**config.mk**
```make
export PLATFORM = sky130hd
export DESIGN_NAME = arp_cache_table
export DESIGN_NICKNAME = d
export VERILOG_FILES = /design/src/rtl/core/arpc_pkg.sv /design/src/rtl/core/arp_cache_table.sv
export VERILOG_INCLUDE_DIRS = /design/src /design/src/rtl/core
export SDC_FILE = /design/constraint.sdc
export NUM_CORES = 2
export LEC_CHECK = 0
export BUFFER_PORTS_ARGS = -buffer_cell sky130_fd_sc_hd__buf_4
export CORE_UTILIZATION = 50
export CTS_CLUSTER_DIAMETER = 50
export DETAILED_ROUTE_END_ITERATION = 7
export PLACE_DENSITY = 0.67
export SETUP_SLACK_MARGIN = 0.02
export SLEW_MARGIN = 40
export SYNTH_ARGS = -nofsm -noshare
export SYNTH_HDL_FRONTEND = slang
export SYNTH_SLANG_ARGS = --single-unit
```
**constraint.sdc**
```tcl
create_clock -name clk -period 11.4 [get_ports clk]
set_clock_uncertainty 0.1 [all_clocks]
set_input_delay 2.28 -clock clk [delete_from_list [all_inputs] [get_ports clk]]
set_output_delay 2.28 -clock clk [all_outputs]
set_load 0.005 [all_outputs]
```
**src/rtl/core/arp_cache_table_defines.svh**
```systemverilog
// Assertion macros shared by the ARP cache RTL.
// Depends on nothing; the including module must provide clk and rst_n.
`ifndef ARP_CACHE_TABLE_DEFINES_SVH
`define ARP_CACHE_TABLE_DEFINES_SVH

// Same-cycle implication, sampled on clk, off while rst_n is low.
`define ARPC_ASSERT_IMP(lbl, ante, cons, msg) \
  lbl: assert property (@(posedge clk) disable iff (!rst_n) (ante) |-> (cons)) \
    else $error(msg);

// Next-cycle implication, sampled on clk, off while rst_n is low.
`define ARPC_ASSERT_NXT(lbl, ante, cons, msg) \
  lbl: assert property (@(posedge clk) disable iff (!rst_n) (ante) |=> (cons)) \
    else $error(msg);

`endif

```
**src/rtl/core/arpc_pkg.sv**
```systemverilog
// Shared types and constants of the ARP cache table.
// Depends on nothing.
`default_nettype none

package arpc_pkg;

  localparam int TABLE_ENTRIES_DEF = 8;

  localparam int IP_W     = 32;
  localparam int MAC_W    = 48;
  localparam int STAMP_W  = 16;
  localparam int SLOT_W   = 3;
  localparam int CNT_OUT_W = 4;
  localparam int PADDR_W  = 4;

  localparam logic [IP_W-1:0]    IP_NONE       = '0;
  localparam logic [STAMP_W-1:0] AGE_LIMIT_RST = 16'd120;

  typedef enum logic [1:0] {
    REG_HOST_IP     = 2'd0,
    REG_SUBNET_MASK = 2'd1,
    REG_AGE_LIMIT   = 2'd2,
    REG_NONE        = 2'd3
  } reg_idx_t;

  typedef enum logic [1:0] {
    FUNC_LEARN_IP  = 2'd0,
    FUNC_LEARN_ARP = 2'd1,
    FUNC_TICK      = 2'd2,
    FUNC_LOOKUP    = 2'd3
  } func_t;

  typedef enum logic [2:0] {
    STS_IGNORED   = 3'd0,
    STS_REFRESHED = 3'd1,
    STS_INSERTED  = 3'd2,
    STS_REPLACED  = 3'd3,
    STS_HIT       = 3'd4,
    STS_MISS      = 3'd5,
    STS_TICK_DONE = 3'd6,
    STS_SPARE     = 3'd7
  } status_t;

  typedef enum logic [1:0] {
    ST_IDLE   = 2'd0,
    ST_SCAN   = 2'd1,
    ST_FINISH = 2'd2,
    ST_SPARE  = 2'd3
  } state_t;

  typedef struct packed {
    logic busy;
    logic accept;
    logic scan;
    logic finish;
  } seq_ctl_t;

endpackage

`default_nettype wire

```
**src/rtl/core/arp_cache_table.sv**
```systemverilog
// ARP cache table: IPv4-to-MAC mapping store with aging and oldest-entry replacement.
// Depends on arpc_pkg and arp_cache_table_defines.svh.
//
//   Channel   Direction  Handshake                     Payload
//   request   in         start high while busy low     in_func, in_ip_addr, in_mac_addr,
//                                                      in_target_ip
//   result    out        out_valid, one-cycle strobe   out_status, out_slot, out_mac_out,
//                                                      out_expired_count
//   config    in/out     APB write at psel&penable     paddr, pwdata, prdata
//
// A request with real table work runs from accept to the next possible accept through a
// sweep that reads each entry in turn through the table memories, a last sweep step that
// checks the registered read of the last entry, and a finish cycle that writes the table
// and loads the result registers. A request that is ignored (IP zero, failed subnet or
// target check) skips the sweep and goes straight to the finish cycle. The result strobe
// rises in the cycle after the finish cycle, while busy is already low, so a new request
// can be taken alongside it. The receiver cannot stall the result. rst_n is synchronous;
// it frees every entry, zeroes the time and restores the register defaults.
`default_nettype none

`include "arp_cache_table_defines.svh"

module arp_cache_table #(
  parameter int TABLE_ENTRIES = arpc_pkg::TABLE_ENTRIES_DEF
) (
  input  wire logic                            clk,
  input  wire logic                            rst_n,
  // request channel
  input  wire logic                            start,
  output logic                                 busy,
  input  wire logic [1:0]                      in_func,
  input  wire logic [arpc_pkg::IP_W-1:0]       in_ip_addr,
  input  wire logic [arpc_pkg::MAC_W-1:0]      in_mac_addr,
  input  wire logic [arpc_pkg::IP_W-1:0]       in_target_ip,
  // result channel
  output logic                                 out_valid,
  output logic [2:0]                           out_status,
  output logic [arpc_pkg::SLOT_W-1:0]          out_slot,
  output logic [arpc_pkg::MAC_W-1:0]           out_mac_out,
  output logic [arpc_pkg::CNT_OUT_W-1:0]       out_expired_count,
  // configuration port
  input  wire logic                            psel,
  input  wire logic                            penable,
  input  wire logic                            pwrite,
  input  wire logic [arpc_pkg::PADDR_W-1:0]    paddr,
  input  wire logic [31:0]                     pwdata,
  output logic [31:0]                          prdata,
  output logic                                 pready
);

  localparam int IDX_W  = (TABLE_ENTRIES > 1) ? $clog2(TABLE_ENTRIES) : 1;
  localparam int STEP_W = $clog2(TABLE_ENTRIES + 1);
  localparam logic [STEP_W-1:0] STEP_LAST = STEP_W'(TABLE_ENTRIES);

  // Configuration registers.
  logic [arpc_pkg::IP_W-1:0]    host_ip_r;
  logic [arpc_pkg::IP_W-1:0]    subnet_mask_r;
  logic [arpc_pkg::STAMP_W-1:0] age_limit_r;
  arpc_pkg::reg_idx_t           cfg_idx;
  logic                         cfg_wr;

  // Sequencer.
  arpc_pkg::state_t   state_r, state_nxt;
  arpc_pkg::seq_ctl_t ctl;

  // Table state: valid bits in flops; IP, MAC and stamp in one-write, one-read memories.
  logic [TABLE_ENTRIES-1:0]     valid_r, valid_nxt;
  logic [arpc_pkg::STAMP_W-1:0] now_r, now_nxt;
  logic [arpc_pkg::IP_W-1:0]    ip_mem    [TABLE_ENTRIES];
  logic [arpc_pkg::MAC_W-1:0]   mac_mem   [TABLE_ENTRIES];
  logic [arpc_pkg::STAMP_W-1:0] stamp_mem [TABLE_ENTRIES];
  logic [arpc_pkg::IP_W-1:0]    ip_rd_r;
  logic [arpc_pkg::MAC_W-1:0]   mac_rd_r;
  logic [arpc_pkg::STAMP_W-1:0] stamp_rd_r;
  logic                         mem_we;
  logic                         mem_we_ip;
  logic [IDX_W-1:0]             wr_idx;
  logic [IDX_W-1:0]             rd_addr;

  // Latched request.
  arpc_pkg::func_t              req_func_r, req_func_nxt;
  logic [arpc_pkg::IP_W-1:0]    req_ip_r, req_ip_nxt;
  logic [arpc_pkg::MAC_W-1:0]   req_mac_r, req_mac_nxt;
  logic                         req_ign_r, req_ign_nxt;
  logic                         in_ignore;

  // Sweep bookkeeping.
  logic [STEP_W-1:0]            step_r, step_nxt;
  logic                         chk_vld_r;
  logic [IDX_W-1:0]             chk_idx_r;
  logic                         hit_found_r, hit_found_nxt;
  logic [IDX_W-1:0]             hit_idx_r, hit_idx_nxt;
  logic [arpc_pkg::MAC_W-1:0]   hit_mac_r, hit_mac_nxt;
  logic                         free_found_r, free_found_nxt;
  logic [IDX_W-1:0]             free_idx_r, free_idx_nxt;
  logic [arpc_pkg::STAMP_W-1:0] best_age_r, best_age_nxt;
  logic [IDX_W-1:0]             best_idx_r, best_idx_nxt;
  logic [STEP_W-1:0]            exp_cnt_r, exp_cnt_nxt;
  logic [arpc_pkg::STAMP_W-1:0] chk_age;
  logic                         chk_used;

  // Result registers.
  logic                           out_valid_r;
  arpc_pkg::status_t              out_status_r, out_status_nxt;
  logic [arpc_pkg::SLOT_W-1:0]    out_slot_r, out_slot_nxt;
  logic [arpc_pkg::MAC_W-1:0]     out_mac_r, out_mac_nxt;
  logic [arpc_pkg::CNT_OUT_W-1:0] out_cnt_r, out_cnt_nxt;

  // ---------------------------------------------------------------------------------------
  // Configuration port. Registers sit at byte addresses 0, 4 and 8; the read is
  // combinational and the port never waits.
  // ---------------------------------------------------------------------------------------
  assign pready  = 1'b1;
  assign cfg_idx = arpc_pkg::reg_idx_t'(paddr[3:2]);
  assign cfg_wr  = psel && penable && pwrite && pready;

  always_comb begin
    case (cfg_idx)
      arpc_pkg::REG_HOST_IP:     prdata = host_ip_r;
      arpc_pkg::REG_SUBNET_MASK: prdata = subnet_mask_r;
      arpc_pkg::REG_AGE_LIMIT:   prdata = {16'd0, age_limit_r};
      default:                   prdata = '0;
    endcase
  end

  // ---------------------------------------------------------------------------------------
  // Request screening. A tick is always taken. A learn or lookup with IP zero is dropped,
  // as is a learn from an IP packet off the local subnet or an ARP reply not aimed at us.
  // ---------------------------------------------------------------------------------------
  always_comb begin
    in_ignore = 1'b0;
    if (arpc_pkg::func_t'(in_func) != arpc_pkg::FUNC_TICK) begin
      if (in_ip_addr == arpc_pkg::IP_NONE) begin
        in_ignore = 1'b1;
      end else if (arpc_pkg::func_t'(in_func) == arpc_pkg::FUNC_LEARN_IP) begin
        in_ignore = (in_ip_addr & subnet_mask_r) != (host_ip_r & subnet_mask_r);
      end else if (arpc_pkg::func_t'(in_func) == arpc_pkg::FUNC_LEARN_ARP) begin
        in_ignore = in_target_ip != host_ip_r;
      end
    end
  end

  // ---------------------------------------------------------------------------------------
  // Sequencer: IDLE takes a request and skips SCAN for an ignored one, SCAN sweeps
  // every entry once through the shared compare path, FINISH writes the table and
  // loads the result.
  always_comb begin
    state_nxt = state_r;
    case (state_r)
      arpc_pkg::ST_IDLE: begin
        if (start) begin
          state_nxt = in_ignore ? arpc_pkg::ST_FINISH : arpc_pkg::ST_SCAN;
        end
      end
      arpc_pkg::ST_SCAN: begin
        if (step_r == STEP_LAST) begin
          state_nxt = arpc_pkg::ST_FINISH;
        end
      end
      arpc_pkg::ST_FINISH: state_nxt = arpc_pkg::ST_IDLE;
      default:             state_nxt = arpc_pkg::ST_IDLE;
    endcase
  end

  always_comb begin
    ctl = '0;
    case (state_r)
      arpc_pkg::ST_IDLE:   ctl.accept = start;
      arpc_pkg::ST_SCAN: begin
        ctl.busy = 1'b1;
        ctl.scan = 1'b1;
      end
      arpc_pkg::ST_FINISH: begin
        ctl.busy   = 1'b1;
        ctl.finish = 1'b1;
      end
      default:             ctl.busy = 1'b1;
    endcase
  end

  assign busy = ctl.busy;

  // ---------------------------------------------------------------------------------------
  // Datapath. During the sweep, step_r addresses the memories and the entry read in the
  // previous cycle is checked: expiry for a tick; match, first free entry and greatest
  // modular age for a learn or lookup.
  // ---------------------------------------------------------------------------------------
  assign rd_addr  = (step_r < STEP_LAST) ? step_r[IDX_W-1:0] : '0;
  assign chk_age  = now_r - stamp_rd_r;
  assign chk_used = valid_r[chk_idx_r];

  always_comb begin
    req_func_nxt   = req_func_r;
    req_ip_nxt     = req_ip_r;
    req_mac_nxt    = req_mac_r;
    req_ign_nxt    = req_ign_r;
    step_nxt       = step_r;
    now_nxt        = now_r;
    valid_nxt      = valid_r;
    hit_found_nxt  = hit_found_r;
    hit_idx_nxt    = hit_idx_r;
    hit_mac_nxt    = hit_mac_r;
    free_found_nxt = free_found_r;
    free_idx_nxt   = free_idx_r;
    best_age_nxt   = best_age_r;
    best_idx_nxt   = best_idx_r;
    exp_cnt_nxt    = exp_cnt_r;
    out_status_nxt = out_status_r;
    out_slot_nxt   = out_slot_r;
    out_mac_nxt    = out_mac_r;
    out_cnt_nxt    = out_cnt_r;
    mem_we         = 1'b0;
    mem_we_ip      = 1'b0;
    wr_idx         = best_idx_r;

    if (ctl.accept) begin
      req_func_nxt   = arpc_pkg::func_t'(in_func);
      req_ip_nxt     = in_ip_addr;
      req_mac_nxt    = in_mac_addr;
      req_ign_nxt    = in_ignore;
      step_nxt       = '0;
      hit_found_nxt  = 1'b0;
      hit_idx_nxt    = '0;
      hit_mac_nxt    = '0;
      free_found_nxt = 1'b0;
      free_idx_nxt   = '0;
      best_age_nxt   = '0;
      best_idx_nxt   = '0;
      exp_cnt_nxt    = '0;
      // The time advances before the sweep, so ages are measured against the new time.
      if (arpc_pkg::func_t'(in_func) == arpc_pkg::FUNC_TICK) begin
        now_nxt = now_r + 1'b1;
      end
    end

    if (ctl.scan) begin
      step_nxt = step_r + 1'b1;
    end

    if (chk_vld_r) begin
      if (req_func_r == arpc_pkg::FUNC_TICK) begin
        if (chk_used && (chk_age >= age_limit_r)) begin
          valid_nxt[chk_idx_r] = 1'b0;
          exp_cnt_nxt          = exp_cnt_r + 1'b1;
        end
      end else begin
        if (chk_used && (ip_rd_r == req_ip_r) && !hit_found_r) begin
          hit_found_nxt = 1'b1;
          hit_idx_nxt   = chk_idx_r;
          hit_mac_nxt   = mac_rd_r;
        end
        if (!chk_used && !free_found_r) begin
          free_found_nxt = 1'b1;
          free_idx_nxt   = chk_idx_r;
        end
        // Strictly greater keeps the first entry on ties; only used when all are valid.
        if (chk_age > best_age_r) begin
          best_age_nxt = chk_age;
          best_idx_nxt = chk_idx_r;
        end
      end
    end

    if (ctl.finish) begin
      out_status_nxt = arpc_pkg::STS_IGNORED;
      out_slot_nxt   = '0;
      out_mac_nxt    = '0;
      out_cnt_nxt    = '0;
      if (!req_ign_r) begin
        case (req_func_r)
          arpc_pkg::FUNC_TICK: begin
            out_status_nxt = arpc_pkg::STS_TICK_DONE;
            out_cnt_nxt    = arpc_pkg::CNT_OUT_W'(exp_cnt_r);
          end
          arpc_pkg::FUNC_LOOKUP: begin
            if (hit_found_r) begin
              out_status_nxt = arpc_pkg::STS_HIT;
              out_slot_nxt   = arpc_pkg::SLOT_W'(hit_idx_r);
              out_mac_nxt    = hit_mac_r;
            end else begin
              out_status_nxt = arpc_pkg::STS_MISS;
            end
          end
          default: begin
            // Both learn kinds: refresh the match, else fill the first free entry,
            // else replace the oldest one.
            mem_we = 1'b1;
            if (hit_found_r) begin
              wr_idx         = hit_idx_r;
              out_status_nxt = arpc_pkg::STS_REFRESHED;
            end else if (free_found_r) begin
              wr_idx         = free_idx_r;
              mem_we_ip      = 1'b1;
              out_status_nxt = arpc_pkg::STS_INSERTED;
            end else begin
              wr_idx         = best_idx_r;
              mem_we_ip      = 1'b1;
              out_status_nxt = arpc_pkg::STS_REPLACED;
            end
            valid_nxt[wr_idx] = 1'b1;
            out_slot_nxt      = arpc_pkg::SLOT_W'(wr_idx);
          end
        endcase
      end
    end
  end

  // Table memories: one write port at wr_idx, one registered read port at rd_addr.
  always_ff @(posedge clk) begin
    if (mem_we_ip) begin
      ip_mem[wr_idx] <= req_ip_r;
    end
    if (mem_we) begin
      mac_mem[wr_idx]   <= req_mac_r;
      stamp_mem[wr_idx] <= now_r;
    end
    ip_rd_r    <= ip_mem[rd_addr];
    mac_rd_r   <= mac_mem[rd_addr];
    stamp_rd_r <= stamp_mem[rd_addr];
  end

  // Control state.
  always_ff @(posedge clk) begin
    if (!rst_n) begin
      state_r       <= arpc_pkg::ST_IDLE;
      valid_r       <= '0;
      now_r         <= '0;
      out_valid_r   <= 1'b0;
      chk_vld_r     <= 1'b0;
      step_r        <= '0;
      hit_found_r   <= 1'b0;
      free_found_r  <= 1'b0;
      req_ign_r     <= 1'b0;
      host_ip_r     <= '0;
      subnet_mask_r <= '0;
      age_limit_r   <= arpc_pkg::AGE_LIMIT_RST;
    end else begin
      state_r      <= state_nxt;
      valid_r      <= valid_nxt;
      now_r        <= now_nxt;
      out_valid_r  <= ctl.finish;
      chk_vld_r    <= ctl.scan && (step_r < STEP_LAST);
      step_r       <= step_nxt;
      hit_found_r  <= hit_found_nxt;
      free_found_r <= free_found_nxt;
      req_ign_r    <= req_ign_nxt;
      if (cfg_wr) begin
        case (cfg_idx)
          arpc_pkg::REG_HOST_IP:     host_ip_r     <= pwdata;
          arpc_pkg::REG_SUBNET_MASK: subnet_mask_r <= pwdata;
          arpc_pkg::REG_AGE_LIMIT:   age_limit_r   <= pwdata[15:0];
          default:                   ;
        endcase
      end
    end
  end

  // Payload registers.
  always_ff @(posedge clk) begin
    chk_idx_r    <= rd_addr;
    req_func_r   <= req_func_nxt;
    req_ip_r     <= req_ip_nxt;
    req_mac_r    <= req_mac_nxt;
    hit_idx_r    <= hit_idx_nxt;
    hit_mac_r    <= hit_mac_nxt;
    free_idx_r   <= free_idx_nxt;
    best_age_r   <= best_age_nxt;
    best_idx_r   <= best_idx_nxt;
    exp_cnt_r    <= exp_cnt_nxt;
    out_status_r <= out_status_nxt;
    out_slot_r   <= out_slot_nxt;
    out_mac_r    <= out_mac_nxt;
    out_cnt_r    <= out_cnt_nxt;
  end

  assign out_valid         = out_valid_r;
  assign out_status        = out_status_r;
  assign out_slot          = out_slot_r;
  assign out_mac_out       = out_mac_r;
  assign out_expired_count = out_cnt_r;

  // ---------------------------------------------------------------------------------------
  // Assertions.
  // ---------------------------------------------------------------------------------------
  `ARPC_ASSERT_NXT(a_accept_busy, start && !busy, busy, "accepted request did not raise busy")
  `ARPC_ASSERT_NXT(a_finish_result, state_r == arpc_pkg::ST_FINISH,
                   out_valid_r && (state_r == arpc_pkg::ST_IDLE), "finish gave no result")
  `ARPC_ASSERT_IMP(a_result_idle, out_valid_r, !busy, "result strobe while busy")
  `ARPC_ASSERT_IMP(a_miss_no_mac, out_valid_r && (out_status_r != arpc_pkg::STS_HIT),
                   out_mac_r == '0, "MAC reported without a hit")
  `ARPC_ASSERT_IMP(a_step_range, state_r == arpc_pkg::ST_SCAN, step_r <= STEP_LAST,
                   "sweep ran past the table")

endmodule

`default_nettype wire
```
==> impl_metrics.csv <==
group,metric,value,unit
status,status,"finished with violations",
status,violations,"DRC",
final_layout,fillers,6967,
critical_path,worst_setup_path_start_kind,"primary input",
clock_tree,clk_path_buf_depth,3,
floorplan,rows,111,
power_and_ir_drop,leakagePower,18.8,nW
floorplan,dieHeight,306,µm
grt,grt_max_degree,117,
power_and_ir_drop,total_power,9.49,mW
routing,drtIter0Drc,2634,
synthesis,syn_area,0.0463,mm²
power_and_ir_drop,combPwrFrac,4.7,%
grt,antenna_found_initial,3,
final_layout,synthToLayoutAreaGrowth,16.3,%
clock_tree,cts_resized,0,
floorplan,ioPinCount,249,
timing,fmax,161,MHz
grt,grt_pass1_wl,165,mm
grt,grt_overflow,0,
timing,report.final.slew_viol_count,0,
timing,hold_slack,333,ps
place,post-place-ws,5230,ps
clock_tree,cts_sinks,1199,
critical_path,crit_fanout,37,
power_and_ir_drop,p_clk_share,44.0,%
grt,first_global_vias,26600,
clock_tree,cts_hold_buf,0,
timing,tightest_slew,838,ps
synthesis,syn_area_per_cell,15.4,µm²
routing,drc,1,
synthesis,syn_nets,3211,
floorplan,dieArea,0.0938,mm²
synthesis,yosysUniqueCellTypes,74,
routing,top_layer,"met4",
clock_tree,cts_tree,"built",
clock_tree,cts_root_buf,"clkbuf_16",
power_and_ir_drop,max-vdd-ir-drop,124,µV
power_and_ir_drop,swShare,21.4,%
routing,post_drt_wl_per_cell,24.2,µm
worst_hold_path,hold_path.class,"flip-flop to flip-flop",
floorplan,initial_utilization,50.5,%
routing,routed-wl-met3,6.69,mm
synthesis,synth-async-reset-ratio,0,%
clock_tree,htreeDepth,3,
final_layout,final_util,58.7,%
clock_tree,cts_made_buffers,120,
routing,wl_met1,45.0,mm
final_layout,final_cell_mix,"edfxtp_1, nand2_1, dfxtp_1",
place,place.gp.congestion,0.918,
synthesis,syn_inst,3003,
synthesis,synth_warnings,0,
power_and_ir_drop,p_switching,2.03,mW
routing,viasPerCell,5.77,
floorplan,die_w,306,µm
synthesis,ys_ff_latch,1199,
power_and_ir_drop,power_density,176,mW/mm²
critical_path,crit_path_end_kind,"output port",
critical_path,crit_type,"primary input to output port",
job,drv_cap,0,
synthesis,ys.flop_type,"edfxtp_1",
timing,setup_ws,5190,ps
final_layout,nets,3465,
routing,drt_wl_total,110,mm
clock_tree,clkTransAtPathRegs,60,ps
final_layout,final_common_cell,"edfxtp_1",
floorplan,core-area,0.0917,mm²
routing,first_pass_iters,8,
timing,rsz0062_at_grt,"no",
clock_tree,cts_setup_buffers,0,
clock_tree,insertion_delay,710,ps
synthesis,synth_edf_count,908,
synthesis,synth-seq-area-share,71.5,%
routing,ant_nets,0,
critical_path,cp.required,9020,ps
timing,fin_crit_sh,54.5,%
routing,wl_met2,56.0,mm
timing,fin_setup_tns,0,ps
final_layout,drive_above_1_share,21.7,%
timing,slew_headroom,44.1,%
grt,grt_usage,23.5,%
timing,fin_crit,6210,ps
place,dp_hpwl,64.4,mm
routing,num_vias,26300,
power_and_ir_drop,p_seq_share,51.3,%
timing,setup_violations,0,
timing,hold_viol,0,
critical_path,critPathArrivalTime,3830,ps
power_and_ir_drop,p_int,7.46,mW
place,port_buffers,245,
## metrics by stage
| step | cell area, µm² | cells |
|---|---|---|
| after floorplan | 46300 | 3003 |
| after global placement | 49400 | 4316 |
| after detailed placement | 49500 | 4318 |
| after CTS | 53800 | 4546 |
| after global routing | 53800 | 4552 |
| final | 53900 | 4553 |
## per-layer routing
layer | GRT usage, % | vias to the layer above
met1 | 31.0 | 13300
met2 | 40.5 | 917
met3 | 3.08 | 166
met5 | 0 | -
met4 | 7.00 | 0
li1 | - | 11900
## state kept, by name (all words and copies together) (netlist names), 8 cells and up
name and count:
age_limit_r 16, subnet_mask_r 32, valid_r 8, out_mac_out 48, stamp_rd_r 16, mac_rd_r 48, req_mac_r 48, stamp_mem 128
ip_rd_r 32, hit_mac_r 48, best_age_r 16, ip_mem 256, req_ip_r 32, host_ip_r 32, now_r 16, mac_mem 384
## Yosys cell counts (all sizes together) (4+ instances only)
| cell | number | area, µm² |
|---|---|---|
| nor3 | 17 | 85.1 |
| nand3 | 24 | 120 |
| o221a | 6 | 67.6 |
| mux4 | 96 | 2160 |
| nor4 | 20 | 144 |
| mux2 | 105 | 1180 |
| dfxtp | 291 | 5830 |
| xor2 | 73 | 639 |
| nand2b | 9 | 56.3 |
| a22oi | 16 | 120 |
| a31oi | 5 | 31.3 |
| a21o | 8 | 60.1 |
| clkbuf | 112 | 420 |
| nor2b | 11 | 68.8 |
| or3 | 6 | 37.5 |
| inv | 114 | 428 |
| buf | 45 | 305 |
| and3 | 6 | 37.5 |
| o21a | 5 | 37.5 |
| a211oi | 6 | 45.0 |
| ha | 51 | 638 |
| o211ai | 8 | 60.1 |
| a21oi | 25 | 125 |
| a222oi | 96 | 961 |
| nand4 | 19 | 125 |
| nor2 | 61 | 229 |
| xnor2 | 48 | 420 |
| a21boi | 81 | 608 |
| nand4b | 4 | 35.0 |
| and2b | 4 | 30.0 |
| nand2 | 366 | 1380 |
| o21ai | 134 | 671 |
| and2 | 73 | 457 |
| a31o | 5 | 43.8 |
| o31ai | 8 | 60.1 |
| edfxtp | 908 | 27300 |
| mux2i | 91 | 911 |
## critical path: stages
cell and delay [ps]:
buf_4 440, nor2b_1 370, buf_4 290, nand2_1 70, o21ai_0 170, buf_4 190
## final cells by class
class | count | area (µm²) | area share, %
Antenna cell | 4 | 10.0 | 0.0186
Clock buffer | 146 | 3210 | 5.96
Clock inverter | 82 | 1080 | 2.00
Inverter | 114 | 432 | 0.802
Multi-Input combinational cell | 1533 | 12200 | 22.7
Sequential cell | 1199 | 33100 | 61.5
Tap cell | 1186 | 1480 | 2.76
Timing Repair Buffer | 289 | 2300 | 4.27
## cell families (layout without fill, tap and decap cells)
logic type | Yosys count | in the layout | synth area share [%]
flip-flops | 1199 | 1199 | 71.5
AND/OR/NAND/NOR | 638 | 638 | 6.40
AO/OA/AOI/OAI | 429 | 429 | 6.75
multiplexers | 292 | 292 | 9.19
buffers and inverters | 271 | 631 | 2.49
XOR/XNOR | 121 | 121 | 2.29
adder cells (fa/ha/maj) | 52 | 52 | 1.42
other | 1 | 5 | 0.00810
## power groups by stage
stage / clock, mW / combinational, mW / sequential, mW
2_1_floorplan: 0 / 0.273 / 4.93
3_3_place_gp: 0 / 0.440 / 4.95
3_5_place_dp: 0 / 0.448 / 4.95
4_1_cts: 4.23 / 0.451 / 4.86
5_1_grt: 4.41 / 0.488 / 4.87
6_report: 4.18 / 0.448 / 4.86
## final timing paths
path	depth (start not counted)	slack, ps	endpoint	startpoint
setup reg to reg	17	6370	best_age_r[14]$_DFF_P_	now_r[0]$_SDFFE_PN0P_
hold reg to reg	2	330	hit_mac_r[1]$_DFF_P_	mac_rd_r[1]$_DFF_P_
setup / recovery	6	5190	prdata[2]	paddr[2]
hold / removal	2	330	hit_mac_r[1]$_DFF_P_	mac_rd_r[1]$_DFF_P_
Note: power is estimated with default switching activity, not from simulation.
